### config.mk
export PLATFORM = sky130hd
export DESIGN_NAME = calendar_seconds_converter_unit
export DESIGN_NICKNAME = d
export VERILOG_FILES = /design/src/rtl/core/csc_pkg.sv /design/src/rtl/core/calendar_seconds_converter_unit.sv /design/src/rtl/core/csc_to_seconds.sv /design/src/rtl/core/csc_to_date.sv
export SDC_FILE = /design/constraint.sdc
export NUM_CORES = 2
export LEC_CHECK = 0
export ABC_CLOCK_PERIOD_IN_PS = 23500
export BUFFER_PORTS_ARGS = -buffer_cell sky130_fd_sc_hd__buf_2
export CORE_AREA = 2 2 510 512
export DETAILED_ROUTE_END_ITERATION = 12
export DIE_AREA = 0 0 512 514
export SLEW_MARGIN = 30
export SYNTH_ARGS = -nofsm -noshare
export SYNTH_HDL_FRONTEND = slang
export SYNTH_SLANG_ARGS = --single-unit
### constraint.sdc
create_clock -name clk -period 23.5 [get_ports clk]
set_clock_uncertainty 0.05 [all_clocks]
set_input_delay 4.7 -clock clk [delete_from_list [all_inputs] [get_ports clk]]
set_output_delay 4.7 -clock clk [all_outputs]
set_load 0.02 [all_outputs]
### src/rtl/core/csc_pkg.sv
`timescale 1ns / 1ps
package csc_pkg;

  localparam int MAX_YEAR   = 3000;
  localparam int PIPE_DEPTH = 6;

  localparam logic [63:0] LIM_FULL =
      (64'd365 * 64'(MAX_YEAR + 1) + 64'(MAX_YEAR / 4)) * 64'd86400 - 64'd1;
  localparam logic [63:0] MASK37 = 64'h1F_FFFF_FFFF;
  localparam logic [36:0] SEC_LIMIT = (LIM_FULL > MASK37) ? MASK37[36:0] : LIM_FULL[36:0];

  localparam logic [16:0] SECS_PER_DAY  = 17'd86400;
  localparam logic [11:0] SECS_PER_HOUR = 12'd3600;
  localparam logic [5:0]  SECS_PER_MIN  = 6'd60;

  localparam logic [30:0] RECIP_DAY  = 31'(((64'd1 << 40) + 64'd674) / 64'd675);
  localparam logic [21:0] RECIP_YEAR = 22'(((64'd1 << 30) + 64'd364) / 64'd365);
  localparam logic [13:0] RECIP_HOUR = 14'(((64'd1 << 21) + 64'd224) / 64'd225);
  localparam logic [10:0] RECIP_MIN  = 11'(((64'd1 << 14) + 64'd14) / 64'd15);

  typedef struct packed {
    logic [11:0] year;
    logic [3:0]  month;
    logic [4:0]  day;
    logic [4:0]  hour;
    logic [5:0]  minute;
    logic [5:0]  second;
  } date_t;

  function automatic logic is_leap(input logic [12:0] y);
    return (y[1:0] == 2'd0) && (y != 13'd0);
  endfunction

  function automatic logic [21:0] year_start(input logic [12:0] y);
    logic [12:0] ym1;
    ym1 = y - 13'd1;
    if (y == 13'd0) return 22'd0;
    return 22'(y) * 22'd365 + 22'(ym1 >> 2);
  endfunction

  function automatic logic [8:0] month_start(input logic leap, input logic [3:0] idx);
    logic [8:0] v;
    case (idx)
      4'd0:    v = 9'd0;
      4'd1:    v = 9'd31;
      4'd2:    v = 9'd59;
      4'd3:    v = 9'd90;
      4'd4:    v = 9'd120;
      4'd5:    v = 9'd151;
      4'd6:    v = 9'd181;
      4'd7:    v = 9'd212;
      4'd8:    v = 9'd243;
      4'd9:    v = 9'd273;
      4'd10:   v = 9'd304;
      4'd11:   v = 9'd334;
      default: v = 9'd0;
    endcase
    if (leap && idx >= 4'd2 && idx <= 4'd11) v = v + 9'd1;
    return v;
  endfunction

endpackage

### src/rtl/core/calendar_seconds_converter_unit.sv
`timescale 1ns / 1ps
// Channel  Dir  Handshake        Payload
// s_*      in   tvalid/tready    tdata: date fields and seconds, tuser: func
// m_*      out  tvalid/tready    tdata: seconds and date fields, tuser: error
//
// One transaction enters per cycle when the output side keeps up.
// The six-stage pipeline advances as a whole; it holds while the last stage
// has a result that the sink does not take.
// Reset clears the stage valid bits only.
module calendar_seconds_converter_unit import csc_pkg::*; (
  input  logic        clk,
  input  logic        rst,
  input  logic        s_tvalid,
  output logic        s_tready,
  // hour_in[4:0] minute_in[10:5] second_in[16:11] day_in[21:17] month_in[25:22]
  // year_in[37:26] seconds_in[74:38], zero fill to 80
  input  logic [79:0] s_tdata,
  // func[0]
  input  logic        s_tuser,
  output logic        m_tvalid,
  input  logic        m_tready,
  // seconds_out[36:0] hour_out[41:37] minute_out[47:42] second_out[53:48]
  // day_out[58:54] month_out[62:59] year_out[74:63], zero fill to 80
  output logic [79:0] m_tdata,
  // error[0]
  output logic        m_tuser
);

  logic                  en;
  logic [PIPE_DEPTH-1:0] vld;
  logic [PIPE_DEPTH-1:0] fn;
  logic [36:0]           secs;
  logic                  err;
  date_t                 date;
  logic                  to_date;

  assign en       = !vld[PIPE_DEPTH-1] || m_tready;
  assign s_tready = en;

  csc_to_seconds u_sec (
    .clk        (clk),
    .en         (en),
    .hour_in    (s_tdata[4:0]),
    .minute_in  (s_tdata[10:5]),
    .second_in  (s_tdata[16:11]),
    .day_in     (s_tdata[21:17]),
    .month_in   (s_tdata[25:22]),
    .year_in    (s_tdata[37:26]),
    .seconds_out(secs),
    .error      (err)
  );

  csc_to_date u_date (
    .clk       (clk),
    .en        (en),
    .seconds_in(s_tdata[74:38]),
    .date      (date)
  );

  always_ff @(posedge clk) begin
    if (rst) begin
      vld <= '0;
    end else if (en) begin
      vld <= {vld[PIPE_DEPTH-2:0], s_tvalid};
    end
  end

  always_ff @(posedge clk) begin
    if (en) begin
      fn <= {fn[PIPE_DEPTH-2:0], s_tuser};
    end
  end

  assign to_date  = fn[PIPE_DEPTH-1];
  assign m_tvalid = vld[PIPE_DEPTH-1];
  assign m_tuser  = !to_date && err;
  assign m_tdata  = to_date
      ? {5'd0, date.year, date.month, date.day, date.second, date.minute, date.hour, 37'd0}
      : {43'd0, secs};

  a_err_zero: assert property (@(posedge clk) disable iff (rst)
    m_tvalid && m_tuser |-> m_tdata[36:0] == 37'd0)
    else $error("error result carries nonzero seconds");

  a_time_range: assert property (@(posedge clk) disable iff (rst)
    m_tvalid |-> m_tdata[41:37] < 5'd24 && m_tdata[47:42] < 6'd60 && m_tdata[53:48] < 6'd60)
    else $error("time of day out of range");

  a_date_range: assert property (@(posedge clk) disable iff (rst)
    m_tvalid && to_date |-> m_tdata[58:54] != 5'd0 && m_tdata[62:59] != 4'd0
                            && m_tdata[62:59] <= 4'd12)
    else $error("date fields out of range");

  a_ready: assert property (@(posedge clk) disable iff (rst)
    m_tvalid && !m_tready |-> !s_tready)
    else $error("input taken while output stalled");

endmodule

### src/rtl/core/csc_to_seconds.sv
`timescale 1ns / 1ps
module csc_to_seconds import csc_pkg::*; (
  input  logic        clk,
  input  logic        en,
  input  logic [4:0]  hour_in,
  input  logic [5:0]  minute_in,
  input  logic [5:0]  second_in,
  input  logic [4:0]  day_in,
  input  logic [3:0]  month_in,
  input  logic [11:0] year_in,
  output logic [36:0] seconds_out,
  output logic        error
);

  logic [3:0]  mon_c;
  logic [3:0]  mon_idx;
  logic [12:0] y13;
  logic [21:0] d_next;
  logic [16:0] tod_next;
  logic [21:0] d1;
  logic [16:0] tod1;
  logic        err1;
  logic [38:0] tot2;
  logic        err2;
  logic [38:0] t_sub;
  logic [36:0] sec_next;
  logic [36:0] sec_d [4];
  logic        err_d [4];

  always_comb begin
    mon_c    = (month_in > 4'd12) ? 4'd12 : month_in;
    mon_idx  = mon_c - 4'd1;
    y13      = {1'b0, year_in};
    d_next   = year_start(y13) + 22'(month_start(is_leap(y13), mon_idx)) + 22'(day_in);
    tod_next = 17'(hour_in) * 17'(SECS_PER_HOUR) + 17'(minute_in) * 17'(SECS_PER_MIN)
             + 17'(second_in);
  end

  always_comb begin
    t_sub = tot2 - 39'(SECS_PER_DAY);
    if (err2 || tot2 < 39'(SECS_PER_DAY)) begin
      sec_next = '0;
    end else if (t_sub > 39'(SEC_LIMIT)) begin
      sec_next = SEC_LIMIT;
    end else begin
      sec_next = t_sub[36:0];
    end
  end

  always_ff @(posedge clk) begin
    if (en) begin
      d1       <= d_next;
      tod1     <= tod_next;
      err1     <= (month_in == 4'd0);
      tot2     <= 39'(d1) * 39'(SECS_PER_DAY) + 39'(tod1);
      err2     <= err1;
      sec_d[0] <= sec_next;
      err_d[0] <= err2;
      for (int i = 1; i < 4; i++) begin
        sec_d[i] <= sec_d[i-1];
        err_d[i] <= err_d[i-1];
      end
    end
  end

  assign seconds_out = sec_d[3];
  assign error       = err_d[3];

endmodule

### src/rtl/core/csc_to_date.sv
`timescale 1ns / 1ps
module csc_to_date import csc_pkg::*; (
  input  logic        clk,
  input  logic        en,
  input  logic [36:0] seconds_in,
  output date_t       date
);

  logic [36:0] sc;
  logic [36:0] s1;
  logic [60:0] p1;
  logic [20:0] days2;
  logic [16:0] rem2;
  logic [20:0] days3;
  logic [16:0] rem3;
  logic [12:0] y3;
  logic [4:0]  hour3;
  logic [12:0] y4;
  logic [8:0]  doy4;
  logic [4:0]  hour4;
  logic [11:0] msr4;
  logic [12:0] y5;
  logic [3:0]  mon5;
  logic [4:0]  day5;
  logic [4:0]  hour5;
  logic [5:0]  min5;
  logic [11:0] msr5;
  logic [11:0] y6;
  logic [3:0]  mon6;
  logic [4:0]  day6;
  logic [12:0] y_sel;
  logic [21:0] ys_sel;
  logic [12:0] y_cand [4];
  logic [21:0] ys_cand [4];
  logic [3:0]  m_idx;
  logic [8:0]  ms_sel;
  logic        leap4;

  assign sc    = (seconds_in > SEC_LIMIT) ? SEC_LIMIT : seconds_in;
  assign days2 = p1[60:40];

  always_comb begin
    for (int k = 0; k < 4; k++) begin
      y_cand[k]  = y3 - 13'(k);
      ys_cand[k] = year_start(y_cand[k]);
    end
    y_sel  = y_cand[3];
    ys_sel = ys_cand[3];
    for (int k = 2; k >= 0; k--) begin
      if (y3 >= 13'(k) && ys_cand[k] <= 22'(days3)) begin
        y_sel  = y_cand[k];
        ys_sel = ys_cand[k];
      end
    end
  end

  always_comb begin
    leap4 = is_leap(y4);
    m_idx = 4'd0;
    for (int m = 1; m < 12; m++) begin
      if (doy4 >= month_start(leap4, 4'(m))) m_idx = 4'(m);
    end
    ms_sel = month_start(leap4, m_idx);
  end

  always_ff @(posedge clk) begin
    if (en) begin
      s1    <= sc;
      p1    <= 61'(sc[36:7]) * 61'(RECIP_DAY);
      rem2  <= 17'(s1 - 37'(days2) * 37'(SECS_PER_DAY));
      days3 <= days2;
      rem3  <= rem2;
      y3    <= 13'((43'(days2) * 43'(RECIP_YEAR)) >> 30);
      hour3 <= 5'((27'(rem2[16:4]) * 27'(RECIP_HOUR)) >> 21);
      y4    <= y_sel;
      doy4  <= 9'(22'(days3) - ys_sel);
      hour4 <= hour3;
      msr4  <= 12'(rem3 - 17'(hour3) * 17'(SECS_PER_HOUR));
      y5    <= y4;
      mon5  <= m_idx + 4'd1;
      day5  <= 5'(doy4 - ms_sel + 9'd1);
      hour5 <= hour4;
      min5  <= 6'((21'(msr4[11:2]) * 21'(RECIP_MIN)) >> 14);
      msr5  <= msr4;
      y6    <= y5[11:0];
      mon6  <= mon5;
      day6  <= day5;
      date.year   <= y6;
      date.month  <= mon6;
      date.day    <= day6;
      date.hour   <= hour5;
      date.minute <= min5;
      date.second <= 6'(msr5 - 12'(min5) * 12'(SECS_PER_MIN));
    end
  end

endmodule
==> flow_summary.yaml <==
cts:
  clock-sinks: 486
  clock_path_buffers: 3
  cts_tree: "yes"
  cts_setup_buffers: 0
  path_clk_slew_ps: 60
  cts_resized: 0
  root_buffer: "clkbuf_16"
  hold_buffers: 0
  cts_buffers: 56
  worstSkewPairLatency_ps: 650
  h-tree-depth: 2
routing:
  dr.pass1.iters: 5
  drc_errors: 0
  wirelength_mm: 144
  vias: 42200
  via_per_inst: 4.34
  post_drt_wl_per_cell_microns: 14.8
  ant_nets: 0
  drt_iter0_markers: 2318
timing:
  post-route-period-util: 0.619
  slew_violations: 0
  fin_setup_tns_ps: 0
  tightest_slew_ps: 973
  maxSlewHeadroom: 0.352
  max_freq_ghz: 0.0688
  hold_slack_ps: 361
  setup_violations: 0
  hold_viol: 0
  rsz0062_at_grt: "false"
  period_needed_ps: 14540
worst_hold_path:
  hp-start: "u_sec.sec_d[2][15]"
  hp-class: "reg2reg"
worst_setup_path:
  cp-end-kind: "flip-flop"
  reg2reg_slack_ps: 11240
  path_max_fanout: 20
  cpMostUsedCell: "fa_1"
  cp_slowest_cell: "a221oi_1"
  reg2reg_depth: 48
  endpoint: "u_date.p1[59]"
  worstPathRequired_ps: 23870
  r2r-start: "u_date.y3[1]"
  reg2reg_to: "u_date.doy4[8]"
  cp.depth: 31
  critPathMaxStageDelay_ps: 610
  arrival_ps: 14910
  cp_top_family: "adder cells"
  crit_buf_inv: 6
  critical_path.startpoint_type: "input port"
  path_class: "in2reg"
  worstSetupStartpoint: "s_tdata[74]"
placed_design:
  portBuffers: 157
  gp_congestion: 0.905
  dp_hpwl_mm: 121
flow_run:
  cap_violations: 0
layout:
  nets: 8382
  drive_gt1_frac: 0.0557
  syn2layout_area_growth_pct: 10.9
grt:
  grt_util_all_layers: 0.110
  grt_pass1_wl_mm: 235
  antenna_found_initial: 9
  grt_max_degree: 84
  overflow: 0
  grt_pass1_vias: 44400
synthesis:
  synth.distinct_cells: 92
  synth_edf_count: 480
  synth-seq-cells: 486
  synth_area_sq_um: 64300
  yosys_warnings: 0
  synth-main-ff-cell: "edfxtp_1"
  avgSynthCellArea_sq_um: 10.6
  ys_seq_area_frac: 0.226
  ys_async_sr_fraction: 0
  synthCells: 6089
die:
  chipWidth_microns: 512
  die_area_sq_um: 263000
  die_y_microns: 514
  start_util: 0.249
  fp-row-count: 187
  core_area_sq_um: 258000
  ios: 168
outcome:
  status: "completed"
Yosys cell counts, drive strengths merged (58+ instances only):
cell / n / area share
nor2: 223 / 0.013
inv: 1327 / 0.078
xor2: 121 / 0.016
nand3: 58 / 0.0046
o21ai: 149 / 0.012
xnor2: 262 / 0.036
nand2: 214 / 0.012
nor2b: 85 / 0.0083
fa: 699 / 0.22
edfxtp: 480 / 0.22
ha: 1331 / 0.26
nor3: 78 / 0.0064
and2: 61 / 0.0059
a21oi: 243 / 0.019
a21o: 112 / 0.013
flip-flops by register name, summed over array words and instances, names as in the netlist, 12 cells and up:
register / flops
u_date.rem3: 12
u_date.rem2: 17
u_date.y3: 13
u_sec.sec_d: 148
u_sec.tot2: 39
u_date.y6: 12
u_sec.tod1: 17
u_date.date: 38
u_date.p1: 21
u_date.days3: 21
u_date.s1: 17
u_date.y5: 12
u_date.y4: 13
u_sec.d1: 22
u_date.msr4: 12
per-stage QoR:
step / utilization / area [sq um] / std cells / setup slack, ps
2_1_floorplan: - / 64300 / 6093 / 4530
3_3_place_gp: 0.268 / 69300 / 9609 / 8190
3_5_place_dp: 0.268 / 69300 / 9609 / 8120
4_1_cts: 0.276 / 71200 / 9715 / 8870
5_1_grt: 0.276 / 71200 / 9717 / 8260
6_report: 0.276 / 71200 / 9718 / 8960
cell usage in the layout, fill, tap and decap left out, types with 9 or more instances in the layout:
master	instances
a2111oi_0	12
a211oi_1	42
a21o_1	112
a21oi_1	242
a31oi_1	26
and2_1	59
and3_1	30
buf_2	157
buf_4	33
bufinv_16	9
clkbuf_16	56
clkinv_1	9
edfxtp_1	480
fa_1	699
ha_1	1331
inv_1	1326
inv_6	9
mux2i_1	23
nand2_1	214
nand2b_1	57
nand3_1	57
nand4_1	46
nor2_1	211
nor2_2	12
nor2b_1	85
nor3_1	75
nor3b_1	9
nor4_1	19
o211ai_1	22
o21a_1	31
o21ai_0	138
o21bai_1	38
o31ai_1	12
or2_2	19
or3_1	31
or4_1	9
xnor2_1	262
xor2_1	121
cell families (layout without fill, tap and decap cells):
group	Yosys count	in the layout	share of synthesized area
adders and majority gates	2030	2030	0.477
buffers and inverters	1404	1626	0.0830
and+or+nand+nor	982	982	0.0794
AOI/OAI and AO/OA	771	771	0.0769
DFF	486	486	0.226
xor gates and xnor gates	384	384	0.0526
muxes	31	31	0.00498
other	1	6	0.0000584
metal layers:
metal  GRT usage  up-vias  part of all wire
met3      0.0102      173             0.040
met4      0.0267        2             0.023
met2       0.181      784              0.46
met5           0        -          0.000049
met1       0.155    20500              0.48
li1            -    20700                 -
area by class of cell:
cell class | count | area (sq um)
Antenna cell | 1 | 2.50
Inverter | 1327 | 4990
Sequential cell | 486 | 14500
Tap cell | 3402 | 4260
Multi-Input combinational cell | 4203 | 44400
Clock buffer | 62 | 1420
Timing Repair Buffer | 193 | 1070
Clock inverter | 44 | 534
Fill cell | 26900 | 187000
worst min path at each step:
stage | to | cells past startpoint
6_report | u_sec.sec_d[3][15] | 0
5_1_grt | u_date.mon6[1] | 0
4_1_cts | u_date.date[36] | 0
3_5_place_dp | u_date.date[30] | 0
3_3_place_gp | u_sec.sec_d[3][31] | 0
2_1_floorplan | fn[1] | 0
Power is not shown: default switching activity piles up to over one toggle a cycle in this logic, so the estimate is an artifact.
